[config.mk]
export PLATFORM = sky130hd
export DESIGN_NAME = base64_line_wrapping_encoder_top_flat
export DESIGN_NICKNAME = d
export VERILOG_FILES = /design/src/rtl/b64e_pkg.sv /design/src/rtl/b64e_if.sv /design/src/rtl/base64_line_wrapping_encoder_top.sv /design/src/flat_wrapper.sv
export SDC_FILE = /design/constraint.sdc
export NUM_CORES = 1
export LEC_CHECK = 0
export BUFFER_PORTS_ARGS = -buffer_cell sky130_fd_sc_hd__buf_2
export CELL_PAD_IN_SITES_DETAIL_PLACEMENT = 0
export CELL_PAD_IN_SITES_GLOBAL_PLACEMENT = 1
export CORE_ASPECT_RATIO = 2
export CORE_MARGIN = 2
export CORE_UTILIZATION = 44
export DETAILED_ROUTE_END_ITERATION = 16
export PLACE_DENSITY_LB_ADDON = 0.1
export SLEW_MARGIN = 10
export SYNTH_ARGS = -nofsm -noshare
export SYNTH_HDL_FRONTEND = slang
export SYNTH_SLANG_ARGS = --single-unit
[constraint.sdc]
create_clock -name i_clk -period 3.5 [get_ports i_clk]
set_input_delay 0.175 -clock i_clk [delete_from_list [all_inputs] [get_ports i_clk]]
set_output_delay 0.175 -clock i_clk [all_outputs]
set_load 0.02 [all_outputs]
[src/rtl/b64e_pkg.sv]
// ----------------------------------------------------------------------------
// b64e_pkg: shared types and constants of the base64 line wrapping encoder
// Command codes, register indexes, alphabet lookup and fixed character codes.
// ----------------------------------------------------------------------------
package b64e_pkg;

    typedef logic [1:0] t_cmd;
    typedef logic [1:0] t_reg_idx;
    typedef logic [7:0] t_char;

    // Request commands
    localparam t_cmd CMD_DATA = 2'd0;  // raw byte
    localparam t_cmd CMD_END  = 2'd1;  // flush leftover bytes with padding
    localparam t_cmd CMD_CLR  = 2'd2;  // drop pending bytes, clear line count

    // Register indexes
    localparam t_reg_idx REG_LINE_LEN = 2'd0;
    localparam t_reg_idx REG_NL_LEN   = 2'd1;
    localparam t_reg_idx REG_NL_FIRST = 2'd2;
    localparam t_reg_idx REG_NL_SECOND = 2'd3;

    localparam int CFG_W     = 16;
    localparam int GROUP_LEN = 4;   // characters per encoded group
    localparam int NL_CHARS  = 2;   // newline characters that exist

    localparam t_char CHAR_PAD = 8'h3D;  // '='

    // Reset values of the registers
    localparam logic [15:0] LINE_LEN_RST  = 16'd76;
    localparam logic [1:0]  NL_LEN_RST    = 2'd2;
    localparam t_char       NL_FIRST_RST  = 8'h0D;
    localparam t_char       NL_SECOND_RST = 8'h0A;

    // Standard alphabet: A-Z, a-z, 0-9, '+', '/'
    function automatic t_char b64_char(input logic [5:0] v);
        t_char c;
        if (v < 6'd26) begin
            c = 8'h41 + {2'b00, v};
        end else if (v < 6'd52) begin
            c = 8'h61 + {2'b00, v - 6'd26};
        end else if (v < 6'd62) begin
            c = 8'h30 + {2'b00, v - 6'd52};
        end else if (v == 6'd62) begin
            c = 8'h2B;
        end else begin
            c = 8'h2F;
        end
        return c;
    endfunction

endpackage

[src/rtl/b64e_if.sv]
// ----------------------------------------------------------------------------
// b64e_if: request channels of the base64 line wrapping encoder
// Input channel carries command and byte, output channel one character.
// ----------------------------------------------------------------------------
interface b64e_in_if;
    logic                valid;
    logic                ready;
    b64e_pkg::t_cmd      cmd;
    logic [7:0]          data_byte;

    modport source (output valid, output cmd, output data_byte, input ready);
    modport sink   (input valid, input cmd, input data_byte, output ready);
endinterface

interface b64e_out_if;
    logic                valid;
    logic                ready;
    b64e_pkg::t_char     out_char;
    logic                last;

    modport source (output valid, output out_char, output last, input ready);
    modport sink   (input valid, input out_char, input last, output ready);
endinterface

[src/rtl/base64_line_wrapping_encoder_top.sv]
// ----------------------------------------------------------------------------
// base64_line_wrapping_encoder_top: streaming base64 encoder with line wrap
// Takes one byte or command per request and emits base64 characters,
// '=' padding and newline sequences, one character per cycle while o_out is ready.
// ----------------------------------------------------------------------------
//
//  channel   dir  handshake        payload
//  -------   ---  ---------------  ----------------------------------------
//  i_in      in   valid / ready    cmd[1:0], data_byte[7:0]
//  o_out     out  valid / ready    out_char[7:0], last (final char of request)
//  i_cfg_*   in   write enable     i_cfg_idx[1:0], i_cfg_data[15:0]
//
//  A request is decoded in the cycle it is taken; its characters (up to
//  4 + min(NEWLINE_MAX, 2), at most 6) load a shift buffer and leave one per
//  cycle while o_out is ready. The buffer drain sets the rate: the next
//  first byte is taken as the last character of a group leaves, and the
//  two held bytes of a group are taken with no output in between.
//  A request with no output is taken whenever the buffer is empty.
//  A new request is taken in the cycle the last buffered character leaves.
//  Reset is synchronous: registers return to 76 / 2 / CR / LF, count clear.
//
module base64_line_wrapping_encoder_top #(
    parameter int NEWLINE_MAX = 2
) (
    input  logic                          i_clk,
    input  logic                          i_rst_n,
    b64e_in_if.sink                       i_in,
    b64e_out_if.source                    o_out,
    input  logic                          i_cfg_we,
    input  b64e_pkg::t_reg_idx            i_cfg_idx,
    input  logic [b64e_pkg::CFG_W-1:0]    i_cfg_data
);
    import b64e_pkg::*;

    // Newline characters that can actually appear, and buffer depth
    localparam int NL_CAP    = (NEWLINE_MAX < NL_CHARS) ? NEWLINE_MAX : NL_CHARS;
    localparam int BUF_DEPTH = GROUP_LEN + NL_CAP;
    localparam int CNT_W     = $clog2(BUF_DEPTH + 1);

    // Configuration registers
    logic [15:0] r_line_len;
    logic [1:0]  r_nl_len;
    t_char       r_nl_first;
    t_char       r_nl_second;

    // Encoder state
    logic [7:0]  r_pend0, r_pend1;     // no reset: read only under the count
    logic [1:0]  r_pend_cnt, n_pend_cnt;
    logic [7:0]  n_pend0, n_pend1;
    logic [15:0] r_col, n_col;
    logic        r_wrote_any, n_wrote_any;

    // Output shift buffer
    t_char            r_buf [BUF_DEPTH];
    t_char            n_load [BUF_DEPTH];
    logic [CNT_W-1:0] r_cnt;

    logic        w_acc, w_take, w_emit;
    logic [1:0]  w_nl_lim, w_nl_len, w_nl_n;
    logic        w_nl_due;
    logic [1:0]  w_nvalid;
    logic [7:0]  w_b1, w_b2;
    logic [23:0] w_word;
    t_char       w_grp [GROUP_LEN];
    logic [15:0] w_col4;

    // ---------------- handshakes ----------------
    assign w_take       = o_out.valid && o_out.ready;
    // free now, or the last buffered character leaves this cycle
    assign i_in.ready   = (r_cnt == '0) || (o_out.ready && r_cnt == CNT_W'(1));
    assign w_acc        = i_in.valid && i_in.ready;

    assign o_out.valid    = (r_cnt != '0);
    assign o_out.out_char = r_buf[0];
    assign o_out.last     = (r_cnt == CNT_W'(1));

    // ---------------- configuration ----------------
    always_ff @(posedge i_clk) begin
        if (!i_rst_n) begin
            r_line_len  <= LINE_LEN_RST;
            r_nl_len    <= NL_LEN_RST;
            r_nl_first  <= NL_FIRST_RST;
            r_nl_second <= NL_SECOND_RST;
        end else if (i_cfg_we) begin
            unique case (i_cfg_idx)
                REG_LINE_LEN:  r_line_len  <= i_cfg_data;
                REG_NL_LEN:    r_nl_len    <= i_cfg_data[1:0];
                REG_NL_FIRST:  r_nl_first  <= i_cfg_data[7:0];
                REG_NL_SECOND: r_nl_second <= i_cfg_data[7:0];
                default: ;
            endcase
        end
    end

    // ---------------- newline check ----------------
    // length 3 folds to 2, then to the parameter cap
    assign w_nl_lim = (r_nl_len > 2'(NL_CHARS)) ? 2'(NL_CHARS) : r_nl_len;
    assign w_nl_len = (w_nl_lim > 2'(NL_CAP)) ? 2'(NL_CAP) : w_nl_lim;
    assign w_nl_due = (r_line_len != 16'd0) && r_wrote_any && (r_col == 16'd0);
    assign w_nl_n   = w_nl_due ? w_nl_len : 2'd0;

    // line count after a full group; wraps at 16 bits when wrapping is off
    assign w_col4 = r_col + 16'd4;

    // ---------------- request decode ----------------
    always_comb begin
        n_pend_cnt  = r_pend_cnt;
        n_pend0     = r_pend0;
        n_pend1     = r_pend1;
        n_col       = r_col;
        n_wrote_any = r_wrote_any;
        w_emit      = 1'b0;
        w_nvalid    = 2'd3;
        w_b1        = r_pend1;
        w_b2        = i_in.data_byte;
        unique case (i_in.cmd)
            CMD_DATA: begin
                if (r_pend_cnt == 2'd0) begin
                    n_pend0    = i_in.data_byte;
                    n_pend_cnt = 2'd1;
                end else if (r_pend_cnt == 2'd1) begin
                    n_pend1    = i_in.data_byte;
                    n_pend_cnt = 2'd2;
                end else begin
                    // third byte completes a group
                    w_emit      = 1'b1;
                    n_pend_cnt  = 2'd0;
                    n_wrote_any = 1'b1;
                    if (r_line_len != 16'd0 && w_col4 >= r_line_len) begin
                        n_col = 16'd0;
                    end else begin
                        n_col = w_col4;
                    end
                end
            end
            CMD_END: begin
                if (r_pend_cnt != 2'd0) begin
                    // padded group; line count untouched
                    w_emit     = 1'b1;
                    w_nvalid   = r_pend_cnt;
                    w_b1       = (r_pend_cnt == 2'd2) ? r_pend1 : 8'h00;
                    w_b2       = 8'h00;
                    n_pend_cnt = 2'd0;
                end
            end
            CMD_CLR: begin
                n_pend_cnt  = 2'd0;
                n_col       = 16'd0;
                n_wrote_any = 1'b0;
            end
            default: ;  // unused command: no effect
        endcase
    end

    // ---------------- group encode ----------------
    assign w_word   = {r_pend0, w_b1, w_b2};
    assign w_grp[0] = b64_char(w_word[23:18]);
    assign w_grp[1] = b64_char(w_word[17:12]);
    assign w_grp[2] = (w_nvalid >= 2'd2) ? b64_char(w_word[11:6]) : CHAR_PAD;
    assign w_grp[3] = (w_nvalid == 2'd3) ? b64_char(w_word[5:0]) : CHAR_PAD;

    // newline characters first, then the four group characters
    always_comb begin
        for (int i = 0; i < BUF_DEPTH; i++) begin
            if (i < int'(w_nl_n)) begin
                n_load[i] = (i == 0) ? r_nl_first : r_nl_second;
            end else if (i - int'(w_nl_n) < GROUP_LEN) begin
                n_load[i] = w_grp[2'(i - int'(w_nl_n))];
            end else begin
                n_load[i] = 8'h00;
            end
        end
    end

    // ---------------- state registers ----------------
    always_ff @(posedge i_clk) begin
        if (!i_rst_n) begin
            r_pend_cnt  <= 2'd0;
            r_col       <= 16'd0;
            r_wrote_any <= 1'b0;
        end else if (w_acc) begin
            r_pend_cnt  <= n_pend_cnt;
            r_col       <= n_col;
            r_wrote_any <= n_wrote_any;
        end
    end

    always_ff @(posedge i_clk) begin
        if (w_acc) begin
            r_pend0 <= n_pend0;
            r_pend1 <= n_pend1;
        end
    end

    // ---------------- output buffer ----------------
    always_ff @(posedge i_clk) begin
        if (!i_rst_n) begin
            r_cnt <= '0;
        end else if (w_acc && w_emit) begin
            r_cnt <= CNT_W'(w_nl_n) + CNT_W'(GROUP_LEN);
        end else if (w_take) begin
            r_cnt <= r_cnt - CNT_W'(1);
        end
    end

    always_ff @(posedge i_clk) begin
        if (w_acc && w_emit) begin
            r_buf <= n_load;
        end else if (w_take) begin
            for (int i = 0; i < BUF_DEPTH - 1; i++) begin
                r_buf[i] <= r_buf[i + 1];
            end
        end
    end

`ifndef SYNTHESIS
    // a request is taken over a busy buffer only as its last character leaves
    a_accept_when_draining: assert property (@(posedge i_clk) disable iff (!i_rst_n)
        (w_acc && r_cnt != '0) |-> (o_out.ready && r_cnt == CNT_W'(1)))
        else $error("request taken while buffer still holds characters");

    // pending count never reaches three
    a_pend_range: assert property (@(posedge i_clk) disable iff (!i_rst_n)
        r_pend_cnt != 2'd3)
        else $error("pending byte count out of range");

    // a completed group shows up on the output in the next cycle
    a_group_out: assert property (@(posedge i_clk) disable iff (!i_rst_n)
        (w_acc && i_in.cmd == CMD_DATA && r_pend_cnt == 2'd2) |=> o_out.valid)
        else $error("full group did not reach the output");
`endif

endmodule

[src/flat_wrapper.sv]
// flat-port wrapper written by rule: the top's interface ports become plain ports
module base64_line_wrapping_encoder_top_flat import b64e_pkg::*;
#(
    parameter int NEWLINE_MAX = 2
)
  (i_clk, i_rst_n, i_cfg_we, i_cfg_idx, i_cfg_data, i_in_valid, i_in_cmd, i_in_data_byte, i_in_ready, o_out_valid, o_out_out_char, o_out_last, o_out_ready);
  b64e_in_if i_in_i ();
  b64e_out_if o_out_i ();
  input  logic i_clk;
  input  logic i_rst_n;
  input  logic i_cfg_we;
  input  b64e_pkg::t_reg_idx i_cfg_idx;
  input  logic [b64e_pkg::CFG_W-1:0] i_cfg_data;
  input wire logic [$bits(i_in_i.valid)-1:0] i_in_valid;
  input wire logic [$bits(i_in_i.cmd)-1:0] i_in_cmd;
  input wire logic [$bits(i_in_i.data_byte)-1:0] i_in_data_byte;
  output wire logic [$bits(i_in_i.ready)-1:0] i_in_ready;
  output wire logic [$bits(o_out_i.valid)-1:0] o_out_valid;
  output wire logic [$bits(o_out_i.out_char)-1:0] o_out_out_char;
  output wire logic [$bits(o_out_i.last)-1:0] o_out_last;
  input wire logic [$bits(o_out_i.ready)-1:0] o_out_ready;
  assign i_in_i.valid = i_in_valid;
  assign i_in_i.cmd = i_in_cmd;
  assign i_in_i.data_byte = i_in_data_byte;
  assign i_in_ready = i_in_i.ready;
  assign o_out_valid = o_out_i.valid;
  assign o_out_out_char = o_out_i.out_char;
  assign o_out_last = o_out_i.last;
  assign o_out_i.ready = o_out_ready;
  base64_line_wrapping_encoder_top #(.NEWLINE_MAX(NEWLINE_MAX)) u_core (.i_clk(i_clk), .i_rst_n(i_rst_n), .i_in(i_in_i), .o_out(o_out_i), .i_cfg_we(i_cfg_we), .i_cfg_idx(i_cfg_idx), .i_cfg_data(i_cfg_data));
endmodule
==> summary.log, run 1 <==
INFO  clock_network  cts_setup_buffers=0
INFO  floorplan      rows=73
INFO  timing         setup-violations-final=0
INFO  timing         fin_worst_skew=0.0104ns
INFO  floorplan      ios=44
INFO  global_route   global_route_wire_length_before_repair=43.7mm
INFO  synth          synthesis_warning_total=0
INFO  synth          synth-edff-count=64
INFO  power_and_ir_drop static-leakage-power=4.26nW
INFO  min_path       hold_class=primary input to register
INFO  drt            drt_drc_violations_left=0
INFO  placed_design  numPortBuffers=43
INFO  global_route   grt_remaining_overflow=0
INFO  floorplan      fp.dieArea=21200squm
INFO  synth          post_synthesis_cell_type_count=91
INFO  min_path       worstHoldStart=i_in_data_byte[0]
INFO  floorplan      chipHeight=204um
INFO  clock_network  max-clock-path-buffers=2
INFO  worst_setup_path worst_r2r_startpoint=u_core.r_pend_cnt[0]
INFO  timing         relSlewSlack=19.7%
INFO  worst_setup_path largest_fanout_on_the_critical_path=10
INFO  drt            route.antenna.remaining_nets=0
INFO  layout         postLayoutCellArea=10200squm
INFO  clock_network  clock_sink_count=118
INFO  timing         hold_viol_final=0
INFO  synth          synth.net_count=1127
INFO  power_and_ir_drop peakVddDrop=0.346mV
INFO  outcome        outcome=completed
INFO  layout         diodes=0
INFO  synth          seq_area_frac_synth=34.1%
INFO  global_route   antenna_violations_before_repair=0
INFO  power_and_ir_drop power.density=496nW/um^2
INFO  clock_network  h_tree_level_count=4
INFO  clock_network  worst_skew_pair_later_pin_latency=0.43ns
INFO  layout         mostFrequentLayoutCells=nand2_1 (161), edfxtp_1 (64), nor2_1 (62), ha_1 (62), o21ai_0 (60)
INFO  floorplan      initial_core_util=44.7%
INFO  worst_setup_path setup.worst_path.end_class=register
INFO  placed_design  place_ws=0.143ns
INFO  timing         fmax=0.306GHz
INFO  drt            routed_via_density=5.75
INFO  job            maxCapViolCount=0
INFO  worst_setup_path crit_path_start=u_core.r_pend_cnt[0]
INFO  timing         setup_ws=0.237ns
INFO  clock_network  ctsRootBufferMaster=clkbuf_16
INFO  drt            dr_iter_0_viols=390
INFO  timing         min_period=3.26ns
INFO  drt            wirelength=27.9mm
INFO  worst_setup_path worst-endpoint-arrival=3.45ns
INFO  layout         finish.net_count=1187
INFO  global_route   vias_in_the_first_global_route=8059
INFO  synth          async_flop_share=0%
INFO  floorplan      dieWidth=104um
INFO  placed_design  place_congestion=0.918
INFO  layout         final_common_cell=nand2_1
INFO  worst_setup_path timing_worst_setup_path_type=register to register
INFO  layout         flow.area_growth_from_synthesis=15.3%
INFO  drt            detailedRoute.firstPassIterationCount=7
INFO  synth          yosys_register_bits=118
INFO  clock_network  tritoncts=built
INFO  timing         worst_pin_slew=1.20ns
INFO  floorplan      core_area=19700squm
INFO  synth          post_synth_inst_count=1032
INFO  timing         tns=0ns
INFO  clock_network  numCtsBuffers=17
INFO  drt            routed_length_per_instance=20.4um
INFO  timing         final_max_slew_viol_count=0
INFO  synth          postSynth.topFlopCell=edfxtp_1
INFO  drt            detailroute.via_count=7857
INFO  timing         rsz0062_at_grt=no
INFO  layout         drive_above_1_share=15.1%
INFO  timing         post_route_fraction_of_the_period_consumed_by_the_critical_path=93.2%
INFO  global_route   grt_max_degree=44
INFO  synth          avgSynthCellArea=8.54squm
INFO  global_route   total_routing_resource_utilization_after_global_routing=26.9%
INFO  worst_setup_path worst_ep_required_time=3.69ns
INFO  clock_network  path_clk_slew=0.06ns
INFO  placed_design  dpl_cell_area=9460squm
INFO  worst_setup_path worst_setup_path_start_kind=register
INFO  placed_design  post-dp-hpwl=21.5mm
INFO  synth          syn-cell-area=8810squm
## layer usage
layer | vias up | GRT usage (%) | wire, um
met2 | 210 | 52.2 | 15400
li1 | 3831 | - | -
met3 | 84 | 3.60 | 805
met5 | - | 0 | 0
met1 | 3732 | 25.8 | 9810
met4 | 0 | 18.0 | 1890
## path summary, 6_finish.rpt
check,to,slack [ns],cells past startpoint
max,u_core.o_out.out_char[4],0.24,13
max reg2reg,u_core.o_out.out_char[4],0.24,13
min reg2reg,u_core.r_nl_first[3],0.47,2
min,u_core.r_pend1[0],0.02,1
## worst max-delay path: stages (launching register included)
cell and delay, ns:
dfxtp_1 0.52, o21ai_1 0.12, buf_4 0.19, nand2_1 0.12, buf_4 0.16, ha_1 0.23, nor2b_1 0.24, o21ai_0 0.14
o211ai_1 0.22, a21oi_2 0.10, xnor2_1 0.17, a211o_1 0.32, a221o_1 0.33, a22o_1 0.17
## stage by stage
stage | util (%) | power (mW) | cells | hold WS (ns)
finish | 51.5 | 5.04 | 1367 | 0.0153
global route | 51.5 | 5.28 | 1367 | 0.0201
CTS | 51.5 | 5.08 | 1367 | 0.00588
detailed placement | 47.9 | 3.22 | 1327 | 0.434
global placement | 47.9 | 3.21 | 1327 | 0.427
floorplan | - | 2.78 | 1032 | 0.274
## what timing repair did
action	in CTS	in global routing
gates resized for setup	0	0
endpoints found under the hold margin	8	0
hold buffers	8	0
## layout make-up
| cell class | instances | area, sq um |
|---|---|---|
| timing repair buffer | 108 | 723 |
| tap | 262 | 328 |
| clock inverter | 12 | 139 |
| clock buffer | 20 | 479 |
| sequential | 118 | 3000 |
| inverter | 53 | 199 |
| multi-input combinational | 794 | 5290 |
| fill | 1978 | 9570 |
## cell usage after synthesis, types with 30 or more instances
library cell / instances / area (sq um)
a21boi_0: 30 / 225
o21ai_0: 60 / 300
dfxtp_1: 54 / 1080
nand3_1: 39 / 195
xnor2_1: 30 / 263
nand2_1: 161 / 604
a21oi_1: 46 / 230
inv_1: 51 / 191
edfxtp_1: 64 / 1920
ha_1: 62 / 776
nor2_1: 62 / 233
clkbuf_1: 42 / 158
## where the power goes
part	switching [mW]	leakage [nW]	internal, mW
combinational	0.844	2.94	0.502
clock	0.698	0.298	1.14
sequential	0.100	1.03	1.76
## registers in the layout (all words and copies together), names as in the netlist
signal	count
u_core.r_buf	40
u_core.r_line_len	16
u_core.r_col	14
u_core.o_out.out_char	8
u_core.r_nl_first	8
u_core.r_nl_second	8
u_core.r_pend0	8
u_core.r_pend1	8
u_core.r_cnt	3
u_core.r_nl_len	2
u_core.r_pend_cnt	2
u_core.r_wrote_any	1
## kinds of logic after synthesis
family	Yosys count	synth area share (%)
AOI/OAI and AO/OA	272	21.3
adders and majority gates	62	8.80
xor gates and xnor gates	53	5.42
DFF	118	34.1
muxes	24	3.38
buffers and inverters	120	6.09
and+or+nand+nor	383	20.9
Note: power is estimated with default switching activity, not from simulation.
==> run 2, diff against run 1 <==
- BUFFER_PORTS_ARGS: -buffer_cell sky130_fd_sc_hd__buf_2 -> unset
- CAP_MARGIN: unset -> 15
- CTS_BUF_LIST: unset -> sky130_fd_sc_hd__clkbuf_2
- DONT_BUFFER_PORTS: unset -> 1
==> run 2 against run 1 <==
  * Utilization fell by 1.5 points
  * Final cell count fell by 1.5%
  * Combinational power fell by 7%
  * Non-clock buffer count fell by 22
  * Final area fell by 2.9%
  * Register-to-register slack got worse by 0.06 ns
  * Setup slack got worse by 0.057 ns
  * First-iteration DRC count rose by 45%
  * Via count fell by 0.25%
  * Clock skew rose by 0.014 ns
  * Clock-buffer cell count fell by 3
==> summary.log, run 2 (synthesis results as in run 1) <==
INFO  clock_network  h_tree_level_count=4
INFO  clock_network  max-clock-path-buffers=2
INFO  clock_network  worst_skew_pair_later_pin_latency=0.74ns
INFO  power_and_ir_drop sw_share=38.4%
INFO  layout         flow.area_growth_from_synthesis=11.9%
INFO  layout         drive_above_1_share=10.4%
INFO  global_route   grt_remaining_overflow=0
INFO  placed_design  numPortBuffers=0
INFO  power_and_ir_drop power.density=411nW/um^2
INFO  floorplan      core_area=19700squm
INFO  worst_setup_path timing_worst_setup_path_type=register to register
INFO  worst_setup_path largest_fanout_on_the_critical_path=11
INFO  global_route   grt_max_degree=47
INFO  drt            route.antenna.remaining_nets=0
INFO  drt            detailedRoute.firstPassIterationCount=6
INFO  worst_setup_path worst_ep_required_time=4.00ns
INFO  layout         max_ffs_per_register=40
INFO  layout         final_common_cell=nand2_1
INFO  min_path       hold_class=primary input to register
INFO  timing         rsz0062_at_grt=yes
INFO  clock_network  cts_setup_buffers=0
INFO  power_and_ir_drop combPwrFrac=30.9%
INFO  worst_setup_path worst-endpoint-arrival=3.82ns
INFO  layout         top_register=u_core.r_buf
INFO  timing         worst_pin_slew=1.00ns
INFO  layout         biggest_regs=u_core.r_buf (40), u_core.r_line_len (16), u_core.r_col (14)
INFO  drt            wirelength=28.2mm
INFO  timing         fin_worst_skew=0.0240ns
INFO  worst_setup_path timing.reg2reg.setup_slack=0.18ns
INFO  global_route   global_route_wire_length_before_repair=43.7mm
INFO  placed_design  place_congestion=0.917
INFO  drt            drt_drc_violations_left=0
INFO  power_and_ir_drop peakVddDrop=0.280mV
INFO  clock_network  path_clk_slew=0.21ns
INFO  floorplan      initial_core_util=44.7%
INFO  power_and_ir_drop static-leakage-power=3.99nW
INFO  global_route   vias_in_the_first_global_route=7945
INFO  power_and_ir_drop net-switching-power=1.56mW
INFO  clock_network  tritoncts=built
INFO  timing         setup-violations-final=0
INFO  power_and_ir_drop power_frac_clock=22.2%
INFO  power_and_ir_drop seq_power_share=46.9%
INFO  floorplan      chipHeight=204um
INFO  layout         mostFrequentLayoutCells=nand2_1 (161), edfxtp_1 (64), ha_1 (62), nor2_1 (60), o21ai_0 (60)
INFO  worst_setup_path setup.worst_path.end_class=register
INFO  worst_setup_path worst_setup_path_start_kind=register
INFO  clock_network  clock_sink_count=118
INFO  timing         hold_ws=0.0224ns
INFO  global_route   antenna_violations_before_repair=1
INFO  layout         post_route_insts_no_fill=1346
INFO  job            maxCapViolCount=0
INFO  placed_design  post-place-cells=1264
INFO  clock_network  ctsRootBufferMaster=clkbuf_2
INFO  drt            routed_via_density=5.82
INFO  global_route   total_routing_resource_utilization_after_global_routing=27.0%
INFO  clock_network  numCtsBuffers=17
INFO  timing         min_period=3.32ns
INFO  drt            detailroute.via_count=7837
INFO  floorplan      ios=44
INFO  floorplan      rows=73
INFO  timing         final_max_slew_viol_count=0
INFO  power_and_ir_drop power_report.internal_total=2.50mW
INFO  placed_design  dpl_cell_area=9100squm
INFO  timing         fmax=0.301GHz
INFO  drt            dr_iter_0_viols=565
INFO  layout         postLayoutCellArea=9860squm
INFO  timing         relSlewSlack=33.2%
INFO  placed_design  post-dp-hpwl=21.4mm
INFO  layout         finish.net_count=1165
INFO  timing         hold_viol_final=0
INFO  floorplan      fp.dieArea=21200squm
INFO  outcome        outcome=completed
INFO  timing         post_route_fraction_of_the_period_consumed_by_the_critical_path=94.8%
INFO  drt            routed_length_per_instance=21.0um
INFO  floorplan      dieWidth=104um
-- run 2: changes by cell type in the layout (fill, tap and decap cells not counted), sizes merged --
cell	delta
diode	+1
inv	+6
clkbuf	-3
bufinv	-1
buf	-62
clkinv	-1
clkinvlp	-1
dlygate4sd3	+40
-- run 2: final timing paths --
path	start	endpoint	depth (start not counted)
max reg2reg	u_core.r_col[2]	u_core.o_out.out_char[6]	12
min	i_cfg_we	u_core.r_line_len[14]	3
max	u_core.r_col[2]	u_core.o_out.out_char[6]	12
min reg2reg	u_core.r_nl_first[6]	u_core.r_nl_first[6]	2
-- run 2: stage by stage --
stage / TNS, ns / power (mW) / utilization (%) / worst slack, ns
after floorplan: 0 / 2.78 / - / 0.318
after CTS: 0 / 4.08 / 49.8 / 0.108
after detailed placement: 0 / 3.13 / 46.2 / 0.108
after global routing: -0.00441 / 4.28 / 50.0 / -0.00441
final: 0 / 4.06 / 50.0 / 0.181
after global placement: 0 / 3.12 / 46.2 / 0.111
-- run 2: layout make-up --
cell class / count / area (sq um)
tap: 262 / 328
antenna: 1 / 2.50
inverter: 53 / 199
fill: 1990 / 9870
multi-input combinational: 794 / 5310
clock inverter: 15 / 141
clock buffer: 17 / 85.1
timing repair buffer: 86 / 791
sequential: 118 / 3000
-- run 2: timing repair --
item / 4_1_cts / 5_1_grt
hold buffers: 49 / 0
endpoints found under the hold margin: 86 / 0
resized for setup: 0 / 7
setup endpoints to repair: 0 / 16
-- run 2: power groups by stage --
stage                     registers [mW]  clock network [mW]  logic (mW)
after global routing                1.92               0.968        1.38
after floorplan                     1.84                   0       0.931
final                               1.90               0.901        1.25
after global placement              1.93                   0        1.19
after detailed placement            1.93                   0        1.19
after CTS                           1.90               0.922        1.26
-- run 2: per-layer routing --
layer	global-route usage [%]	up-vias	share of wire [%]
li1	-	3787	-
met1	26.2	3775	35
met2	54.3	207	57
met3	3.28	68	3.6
met4	14.1	0	5.1
met5	0	-	0
-- run 2: worst max-delay path, stage by stage (launching register included) --
cell	delay [ns]
dfxtp_1	0.38
inv_1	0.23
ha_1	0.21
nand2b_1	0.07
nor3_1	0.14
nand3_1	0.15
and4bb_2	0.36
nand2_1	0.16
ha_1	0.35
inv_1	0.34
mux4_2	0.40
nor2_1	0.18
o21ai_1	0.10
